==> config.mk <==
export PLATFORM = sky130hd
export DESIGN_NAME = btff_ctrl
export DESIGN_NICKNAME = d
export VERILOG_FILES = /design/src/rtl/core/boundary_tag_first_fit_allocator_assert.svh /design/src/rtl/core/btff_pkg.sv /design/src/rtl/core/btff_ctrl.sv
export SDC_FILE = /design/constraint.sdc
export NUM_CORES = 1
export LEC_CHECK = 0
export BUFFER_PORTS_ARGS = -buffer_cell sky130_fd_sc_hd__buf_2
export CAP_MARGIN = 20
export CORE_UTILIZATION = 30
export CTS_CLUSTER_DIAMETER = 50
export DETAILED_ROUTE_END_ITERATION = 10
export PLACE_DENSITY = 0.54
export SYNTH_ARGS = -nofsm -noshare
export SYNTH_HDL_FRONTEND = slang
export SYNTH_SLANG_ARGS = --single-unit
export TNS_END_PERCENT = 50
==> constraint.sdc <==
create_clock -name clk -period 5.4 [get_ports clk]
set_clock_uncertainty 0.15 [all_clocks]
set_input_delay 0.54 -clock clk [delete_from_list [all_inputs] [get_ports clk]]
set_output_delay 0.54 -clock clk [all_outputs]
set_load 0.1 [all_outputs]
==> src/rtl/core/boundary_tag_first_fit_allocator_assert.svh <==
// assertion macros shared by the allocator rtl
`ifndef BOUNDARY_TAG_FIRST_FIT_ALLOCATOR_ASSERT_SVH
`define BOUNDARY_TAG_FIRST_FIT_ALLOCATOR_ASSERT_SVH

// condition holds in the same cycle
`define BTFF_ASSERT_NOW(lbl, ante, cons, msg) \
  lbl: assert property (@(posedge clk) disable iff (rst) (ante) |-> (cons)) else $error(msg);

// condition holds in the following cycle
`define BTFF_ASSERT_NEXT(lbl, ante, cons, msg) \
  lbl: assert property (@(posedge clk) disable iff (rst) (ante) |=> (cons)) else $error(msg);

`endif

==> src/rtl/core/btff_pkg.sv <==
// shared types and constants for the boundary tag allocator
package btff_pkg;

  localparam int HEAP_BYTES_DEF = 65536;
  localparam int CHUNK_W        = 17;
  localparam int TAG_W          = 32;
  localparam int XW             = 35;
  localparam logic [CHUNK_W-1:0] CHUNK_RESET = 17'd4096;

  localparam logic [1:0] ST_OK   = 2'd0;
  localparam logic [1:0] ST_ZERO = 2'd1;
  localparam logic [1:0] ST_OOM  = 2'd2;

  localparam logic OPC_ALLOC = 1'b0;
  localparam logic OPC_FREE  = 1'b1;

  typedef struct packed {
    logic        opcode;
    logic [15:0] request_bytes;
    logic [15:0] free_address;
  } alloc_req_t;

  typedef struct packed {
    logic [15:0] block_address;
    logic [1:0]  status;
  } alloc_rsp_t;

  typedef enum logic [5:0] {
    OP_NOP, OP_LATCH, OP_CLR, OP_INIT0, OP_INIT1, OP_INIT2,
    OP_RD_HDR_BP, OP_RD_HDR_NB, OP_RD_HDR_PB, OP_RD_PRV, OP_RD_FP,
    OP_ADV, OP_EXT, OP_GROW,
    OP_W_HDR_BP, OP_W_FTR_BP, OP_W_HDR_NB, OP_W_FTR_NB, OP_W_HDR_PB, OP_W_EPI,
    OP_NB_T, OP_PB_T, OP_FP_T, OP_PA_T, OP_SZ_T, OP_NA_T, OP_MSUM,
    OP_CS_T, OP_CSET, OP_REM,
    OP_RES_OK, OP_RES_ZERO, OP_RES_OOM, OP_RES_FREE
  } op_t;

  typedef struct packed {
    op_t op;
  } cmd_t;

  typedef struct packed {
    logic is_free;
    logic req_zero;
    logic free_ok;
    logic bp_lt_brk;
    logic t_zero;
    logic t_fit;
    logic t_alloc;
    logic grow_fail;
    logic pa;
    logic na;
    logic split;
    logic clr_last;
  } dp_status_t;

  typedef enum logic [1:0] {MODE_INIT, MODE_ALLOC, MODE_FREE} mode_t;

  typedef enum logic [5:0] {
    S_CLR, S_INIT0, S_INIT1, S_INIT2, S_IDLE, S_DISP,
    S_FF_CHK, S_FF_EVAL, S_EXT,
    S_G0, S_G_RH, S_G_WF, S_G_RH2, S_G_NB, S_G_EPI,
    S_M_RPRV, S_M_PB, S_M_RPH, S_M_FP, S_M_RFP, S_M_PA, S_M_RH, S_M_SZ,
    S_M_RNH, S_M_NA, S_M_DEC,
    S_MA_WH, S_MA_RH, S_MA_WF, S_MB_RH, S_MB_WF, S_MB_WP,
    S_MC_WP, S_MC_RN, S_MC_WF, S_M_END,
    S_C_R, S_C_CS, S_C_SET, S_C_WH, S_C_RH, S_C_WF, S_C_RH2, S_C_NB,
    S_C_REM, S_C_WNH, S_C_RN, S_C_WNF,
    S_F_RD, S_F_CHK, S_F_WH, S_F_RH, S_F_WF,
    S_RES_OK, S_RES_ZERO, S_RES_OOM, S_RES_FREE
  } state_t;

endpackage

==> src/rtl/core/btff_ctrl.sv <==
// controller: sequences tag reads and writes for alloc, free, growth and merge
module btff_ctrl (
  input  logic                 clk,
  input  logic                 rst,
  input  logic                 start,
  input  btff_pkg::dp_status_t sts,
  output btff_pkg::cmd_t       cmd,
  output logic                 busy
);

  btff_pkg::state_t state, state_next;
  btff_pkg::mode_t  mode, mode_next;

  always_ff @(posedge clk) begin
    if (rst) begin
      state <= btff_pkg::S_CLR;
      mode  <= btff_pkg::MODE_INIT;
    end else begin
      state <= state_next;
      mode  <= mode_next;
    end
  end

  assign busy = state != btff_pkg::S_IDLE;

  always_comb begin
    state_next = state;
    mode_next  = mode;
    cmd.op     = btff_pkg::OP_NOP;
    unique case (state)
      btff_pkg::S_CLR: begin
        cmd.op = btff_pkg::OP_CLR;
        if (sts.clr_last) state_next = btff_pkg::S_INIT0;
      end
      btff_pkg::S_INIT0: begin cmd.op = btff_pkg::OP_INIT0; state_next = btff_pkg::S_INIT1; end
      btff_pkg::S_INIT1: begin cmd.op = btff_pkg::OP_INIT1; state_next = btff_pkg::S_INIT2; end
      btff_pkg::S_INIT2: begin
        cmd.op     = btff_pkg::OP_INIT2;
        mode_next  = btff_pkg::MODE_INIT;
        state_next = btff_pkg::S_G0;
      end
      btff_pkg::S_IDLE: begin
        if (start) begin
          cmd.op     = btff_pkg::OP_LATCH;
          state_next = btff_pkg::S_DISP;
        end
      end
      btff_pkg::S_DISP: begin
        if (sts.is_free) begin
          mode_next  = btff_pkg::MODE_FREE;
          state_next = sts.free_ok ? btff_pkg::S_F_RD : btff_pkg::S_RES_FREE;
        end else begin
          mode_next  = btff_pkg::MODE_ALLOC;
          state_next = sts.req_zero ? btff_pkg::S_RES_ZERO : btff_pkg::S_FF_CHK;
        end
      end
      // first-fit walk, one header per read
      btff_pkg::S_FF_CHK: begin
        if (sts.bp_lt_brk) begin
          cmd.op     = btff_pkg::OP_RD_HDR_BP;
          state_next = btff_pkg::S_FF_EVAL;
        end else begin
          state_next = btff_pkg::S_EXT;
        end
      end
      btff_pkg::S_FF_EVAL: begin
        priority if (sts.t_zero) begin
          state_next = btff_pkg::S_EXT;
        end else if (sts.t_fit) begin
          state_next = btff_pkg::S_C_R;
        end else begin
          cmd.op     = btff_pkg::OP_ADV;
          state_next = btff_pkg::S_FF_CHK;
        end
      end
      btff_pkg::S_EXT: begin cmd.op = btff_pkg::OP_EXT; state_next = btff_pkg::S_G0; end
      btff_pkg::S_G0: begin
        if (sts.grow_fail) begin
          state_next = btff_pkg::S_RES_OOM;
        end else begin
          cmd.op     = btff_pkg::OP_GROW;
          state_next = btff_pkg::S_G_RH;
        end
      end
      btff_pkg::S_G_RH:  begin cmd.op = btff_pkg::OP_RD_HDR_BP; state_next = btff_pkg::S_G_WF; end
      btff_pkg::S_G_WF:  begin cmd.op = btff_pkg::OP_W_FTR_BP;  state_next = btff_pkg::S_G_RH2; end
      btff_pkg::S_G_RH2: begin cmd.op = btff_pkg::OP_RD_HDR_BP; state_next = btff_pkg::S_G_NB; end
      btff_pkg::S_G_NB:  begin cmd.op = btff_pkg::OP_NB_T;      state_next = btff_pkg::S_G_EPI; end
      btff_pkg::S_G_EPI: begin cmd.op = btff_pkg::OP_W_EPI;     state_next = btff_pkg::S_M_RPRV; end
      // coalesce with neighbours
      btff_pkg::S_M_RPRV: begin cmd.op = btff_pkg::OP_RD_PRV;    state_next = btff_pkg::S_M_PB; end
      btff_pkg::S_M_PB:   begin cmd.op = btff_pkg::OP_PB_T;      state_next = btff_pkg::S_M_RPH; end
      btff_pkg::S_M_RPH:  begin cmd.op = btff_pkg::OP_RD_HDR_PB; state_next = btff_pkg::S_M_FP; end
      btff_pkg::S_M_FP:   begin cmd.op = btff_pkg::OP_FP_T;      state_next = btff_pkg::S_M_RFP; end
      btff_pkg::S_M_RFP:  begin cmd.op = btff_pkg::OP_RD_FP;     state_next = btff_pkg::S_M_PA; end
      btff_pkg::S_M_PA:   begin cmd.op = btff_pkg::OP_PA_T;      state_next = btff_pkg::S_M_RH; end
      btff_pkg::S_M_RH:   begin cmd.op = btff_pkg::OP_RD_HDR_BP; state_next = btff_pkg::S_M_SZ; end
      btff_pkg::S_M_SZ:   begin cmd.op = btff_pkg::OP_SZ_T;      state_next = btff_pkg::S_M_RNH; end
      btff_pkg::S_M_RNH:  begin cmd.op = btff_pkg::OP_RD_HDR_NB; state_next = btff_pkg::S_M_NA; end
      btff_pkg::S_M_NA:   begin cmd.op = btff_pkg::OP_NA_T;      state_next = btff_pkg::S_M_DEC; end
      btff_pkg::S_M_DEC: begin
        priority if (sts.pa && sts.na) begin
          state_next = btff_pkg::S_M_END;
        end else if (sts.pa) begin
          cmd.op     = btff_pkg::OP_MSUM;
          state_next = btff_pkg::S_MA_WH;
        end else if (sts.na) begin
          cmd.op     = btff_pkg::OP_MSUM;
          state_next = btff_pkg::S_MB_RH;
        end else begin
          cmd.op     = btff_pkg::OP_MSUM;
          state_next = btff_pkg::S_MC_WP;
        end
      end
      btff_pkg::S_MA_WH: begin cmd.op = btff_pkg::OP_W_HDR_BP;  state_next = btff_pkg::S_MA_RH; end
      btff_pkg::S_MA_RH: begin cmd.op = btff_pkg::OP_RD_HDR_BP; state_next = btff_pkg::S_MA_WF; end
      btff_pkg::S_MA_WF: begin cmd.op = btff_pkg::OP_W_FTR_BP;  state_next = btff_pkg::S_M_END; end
      btff_pkg::S_MB_RH: begin cmd.op = btff_pkg::OP_RD_HDR_BP; state_next = btff_pkg::S_MB_WF; end
      btff_pkg::S_MB_WF: begin cmd.op = btff_pkg::OP_W_FTR_BP;  state_next = btff_pkg::S_MB_WP; end
      btff_pkg::S_MB_WP: begin cmd.op = btff_pkg::OP_W_HDR_PB;  state_next = btff_pkg::S_M_END; end
      btff_pkg::S_MC_WP: begin cmd.op = btff_pkg::OP_W_HDR_PB;  state_next = btff_pkg::S_MC_RN; end
      btff_pkg::S_MC_RN: begin cmd.op = btff_pkg::OP_RD_HDR_NB; state_next = btff_pkg::S_MC_WF; end
      btff_pkg::S_MC_WF: begin cmd.op = btff_pkg::OP_W_FTR_NB;  state_next = btff_pkg::S_M_END; end
      btff_pkg::S_M_END: begin
        unique case (mode)
          btff_pkg::MODE_INIT:  state_next = btff_pkg::S_IDLE;
          btff_pkg::MODE_FREE:  state_next = btff_pkg::S_RES_FREE;
          btff_pkg::MODE_ALLOC: state_next = btff_pkg::S_C_R;
          default:              state_next = btff_pkg::S_IDLE;
        endcase
      end
      // carve the chosen block, splitting off the remainder
      btff_pkg::S_C_R:   begin cmd.op = btff_pkg::OP_RD_HDR_BP; state_next = btff_pkg::S_C_CS; end
      btff_pkg::S_C_CS:  begin cmd.op = btff_pkg::OP_CS_T;      state_next = btff_pkg::S_C_SET; end
      btff_pkg::S_C_SET: begin cmd.op = btff_pkg::OP_CSET;      state_next = btff_pkg::S_C_WH; end
      btff_pkg::S_C_WH:  begin cmd.op = btff_pkg::OP_W_HDR_BP;  state_next = btff_pkg::S_C_RH; end
      btff_pkg::S_C_RH:  begin cmd.op = btff_pkg::OP_RD_HDR_BP; state_next = btff_pkg::S_C_WF; end
      btff_pkg::S_C_WF: begin
        cmd.op     = btff_pkg::OP_W_FTR_BP;
        state_next = sts.split ? btff_pkg::S_C_RH2 : btff_pkg::S_RES_OK;
      end
      btff_pkg::S_C_RH2: begin cmd.op = btff_pkg::OP_RD_HDR_BP; state_next = btff_pkg::S_C_NB; end
      btff_pkg::S_C_NB:  begin cmd.op = btff_pkg::OP_NB_T;      state_next = btff_pkg::S_C_REM; end
      btff_pkg::S_C_REM: begin cmd.op = btff_pkg::OP_REM;       state_next = btff_pkg::S_C_WNH; end
      btff_pkg::S_C_WNH: begin cmd.op = btff_pkg::OP_W_HDR_NB;  state_next = btff_pkg::S_C_RN; end
      btff_pkg::S_C_RN:  begin cmd.op = btff_pkg::OP_RD_HDR_NB; state_next = btff_pkg::S_C_WNF; end
      btff_pkg::S_C_WNF: begin cmd.op = btff_pkg::OP_W_FTR_NB;  state_next = btff_pkg::S_RES_OK; end
      // free: clear the allocated bit, then merge
      btff_pkg::S_F_RD: begin cmd.op = btff_pkg::OP_RD_HDR_BP; state_next = btff_pkg::S_F_CHK; end
      btff_pkg::S_F_CHK: begin
        if (sts.t_alloc) begin
          cmd.op     = btff_pkg::OP_SZ_T;
          state_next = btff_pkg::S_F_WH;
        end else begin
          state_next = btff_pkg::S_RES_FREE;
        end
      end
      btff_pkg::S_F_WH: begin cmd.op = btff_pkg::OP_W_HDR_BP;  state_next = btff_pkg::S_F_RH; end
      btff_pkg::S_F_RH: begin cmd.op = btff_pkg::OP_RD_HDR_BP; state_next = btff_pkg::S_F_WF; end
      btff_pkg::S_F_WF: begin cmd.op = btff_pkg::OP_W_FTR_BP;  state_next = btff_pkg::S_M_RPRV; end
      btff_pkg::S_RES_OK:   begin cmd.op = btff_pkg::OP_RES_OK;   state_next = btff_pkg::S_IDLE; end
      btff_pkg::S_RES_ZERO: begin cmd.op = btff_pkg::OP_RES_ZERO; state_next = btff_pkg::S_IDLE; end
      btff_pkg::S_RES_OOM:  begin cmd.op = btff_pkg::OP_RES_OOM;  state_next = btff_pkg::S_IDLE; end
      btff_pkg::S_RES_FREE: begin cmd.op = btff_pkg::OP_RES_FREE; state_next = btff_pkg::S_IDLE; end
      default: state_next = btff_pkg::S_IDLE;
    endcase
  end

endmodule

==> results.sh <==
export IMPL_status="complete, no violations"
export IMPL_worst_r2r_setup_slack_ps=2660
export IMPL_final_hold_violation_count=0
export IMPL_antenna_cells=0
export IMPL_antenna_found_initial=0
export IMPL_count_of_unique_library_cells_instantiated_by_yosys=66
export IMPL_yosys_warnings=0
export IMPL_worst_ep_required_time_ps=4710
export IMPL_hold_ws_ps=381
export IMPL_end_kind="output port"
export IMPL_routed_wl_microns=7640
export IMPL_routed_via_count=2549
export IMPL_crit_path_cell_trace="buf_4, or4b_1, nor3_1, a32oi_1, nand3_1, or3_1, buf_2"
export IMPL_cap_viol_max_count=0
export IMPL_die_w_microns=82.3
export IMPL_drive_gt1_share_pct=12.8
export IMPL_first_iter_violations=636
export IMPL_power_ir_vdd_worst_uv=545
export IMPL_grt_overflow_total=0
export IMPL_worst_path_max_fanout=24
export IMPL_dieArea_sq_um=6780
export IMPL_critical_path_depth=7
export IMPL_ant_nets=0
export IMPL_critical_path_slowest_cell="sky130_fd_sc_hd__dfxtp_1"
export IMPL_filler_cell_count=659
export IMPL_sinks_on_the_clock_net=8
export IMPL_rows=28
export IMPL_floorplan_initialDensity_pct=31.9
export IMPL_drt_wirelength_per_cell_microns=20.5
export IMPL_worst_slew_margin_rel_pct=42.5
export IMPL_hold_fix_buffer_count_after_cts=0
export IMPL_cts_root_buf="sky130_fd_sc_hd__clkbuf_8"
export IMPL_firstDrtPassIters=5
export IMPL_tritoncts_num_buffers=3
export IMPL_mappedNetlistNets=319
export IMPL_totalNegativeSetupSlack_ps=0
export IMPL_finalSetupViolations=0
export IMPL_floorplan_io_pins=22
export IMPL_core_area_sq_um=6060
export IMPL_ctsResizeCount=0
export IMPL_finalWeightedCongestion=1.01
export IMPL_critical_path_top_delay_family="simple AND/OR/NAND/NOR gates"
export IMPL_h_tree_depth=1
export IMPL_synth_enable_flop_cells=0
export IMPL_cp_buffers_inverters=2
export IMPL_min_period_ps=3730
export IMPL_track_usage_pct=23.4
export IMPL_clock_tree_buffer_depth=2
export IMPL_arrival_ps=3040
export IMPL_detail_route_vias_per_cell=6.83
export IMPL_post_cts_setup_buffers=0
export IMPL_drt_drc_violations_left=0
export IMPL_tritoncts="done"
export IMPL_synthCells=300
export IMPL_finish_net_count=319
export IMPL_yosys_register_bits=8
export IMPL_setup_repair_after_global_routing_missed_its_margin="no"
export IMPL_worstSetupPathType="register to output port"
export IMPL_max_freq_ghz=0.268
export IMPL_syn_area_per_cell_sq_um=6.45
export IMPL_timing_worst_slew_pin_value_ps=861
export IMPL_ff_to_ff_path_depth=6
export IMPL_layout_overhead_on_the_synthesized_area_pct=7.43
export IMPL_grt_start_max_net_pins=47
export IMPL_power_leakage_nw=0.719
export IMPL_final_max_slew_violation_count=0
export IMPL_place_hpwl_microns=5570
export IMPL_cts_reportedPaths_clkPinSlew_ps=50
export IMPL_post_route_period_util_pct=69.1
export IMPL_min_path_type="register to register"
export IMPL_ys_async_sr_fraction_pct=0
export IMPL_synth_cell_area_sq_um=1940
export IMPL_wire_length_of_the_first_global_routing_pass_microns=12100
export IMPL_worstSkewPairLatency_ps=230
export IMPL_worst_path_largest_cell_delay_ps=650
export IMPL_pwr_density_cell_nw_per_um2=662
export IMPL_grt_pass1_vias=2297
export IMPL_start_kind="register"
export IMPL_die_height_microns=82.3
export IMPL_port_buffer_count=21
export IMPL_dominant_synthesized_flop_cell="sky130_fd_sc_hd__dfxtp_1"
export IMPL_synth_seq_area_share_pct=8.27
export IMPL_hold_depth=2
==> tightest hold or removal path, cell delays in order (launching register included) <==
cell and delay, ps:
sky130_fd_sc_hd__dfxtp_1 340, sky130_fd_sc_hd__a2bb2oi_1 70, sky130_fd_sc_hd__nor2_1 80
==> per-stage QoR <==
step	area (sq um)	total power, mW	utilization [%]	std cells	setup slack (ps)
floorplan	1940	1.05	-	300	1900
global placement	2040	1.30	33.6	370	2000
detailed placement	2040	1.27	33.6	370	2050
CTS	2080	1.35	34.3	373	1790
global route	2080	1.44	34.3	373	1600
finish	2080	1.38	34.3	373	1670
==> Yosys cell counts (all sizes together), types with 2 or more instances <==
master	instances	area, sq um
a2111oi	3	46.3
a211o	2	17.5
a21o	2	15.0
a21oi	18	90.1
a22oi	3	22.5
a2bb2oi	3	26.3
a311oi	7	61.3
a31oi	6	37.5
a32oi	4	35.0
buf	23	119
clkbuf	12	45.0
dfxtp	8	160
ha	4	50.1
inv	6	22.5
mux2i	4	40.0
nand2	26	97.6
nand2b	16	100
nand3	5	25.0
nand3b	2	15.0
nor2	26	100
nor2b	17	106
nor3	14	70.1
nor3b	3	22.5
nor4	6	37.5
nor4b	2	17.5
o211ai	2	15.0
o21a	5	37.5
o21ai	16	80.1
o221ai	2	17.5
o22ai	12	75.1
o31ai	5	37.5
o32ai	4	35.0
or2	3	18.8
or3	5	31.3
or4	2	18.8
==> layout make-up <==
| cell class | count | area (sq um) | share of cell area (%) |
|---|---|---|---|
| inverter | 6 | 22.5 | 1.08 |
| timing repair buffer | 30 | 173 | 8.30 |
| tap | 75 | 93.8 | 4.51 |
| clock buffer | 3 | 41.3 | 1.99 |
| sequential | 8 | 160 | 7.70 |
| multi-input combinational | 251 | 1590 | 76.4 |
==> state kept, by name, indices dropped and copies added (netlist names) <==
name   count
state      6
mode       2
==> report_power, final <==
group	internal [mW]	total, mW	switching (mW)
clock	0.0484	0.0733	0.0249
combinational	0.330	1.16	0.831
sequential	0.0790	0.144	0.0646
==> cells by family after synthesis <==
logic type | synth area share [%]
compound gates | 39.6
buf+inv | 9.63
fa+ha+maj | 2.59
flops | 8.27
mux | 2.07
xor+xnor | 0.453
simple gates | 37.4
==> worst paths after layout <==
kind	from	endpoint
setup / recovery	state[0]$_SDFFE_PP0P_	cmd[3]
hold reg to reg	mode[0]$_SDFFE_PP0P_	mode[0]$_SDFFE_PP0P_
setup reg to reg	state[0]$_SDFFE_PP0P_	state[3]$_SDFFE_PP0P_
hold / removal	mode[0]$_SDFFE_PP0P_	mode[0]$_SDFFE_PP0P_
==> cells in the final DEF (no fill, tap or decap), drive strengths merged, types with 2 or more instances in the layout <==
cell type	instances
nor2b	17
nor2	26
a311oi	7
nor3b	3
dfxtp	8
nand2b	16
nand3	5
a32oi	4
a21oi	18
o22ai	12
o32ai	4
nor4	6
o21a	5
mux2i	4
nand2	26
nor4b	2
or3	5
or2	3
ha	4
o21ai	16
nand3b	2
a31oi	6
a22oi	3
o31ai	5
a2bb2oi	3
o211ai	2
a21o	2
nor3	14
o221ai	2
a211o	2
clkbuf	3
a2111oi	3
or4	2
inv	6
buf	30
==> metal layers <==
metal / GRT usage, % / share of wire (%) / vias to the layer above
li1: - / - / 1136
met3: 3.74 / 12 / 40
met1: 32.6 / 40 / 1161
met4: 9.82 / 4.5 / 0
met5: 1.67 / 0 / -
met2: 35.0 / 43 / 212
Note: power is estimated with default switching activity, not from simulation.
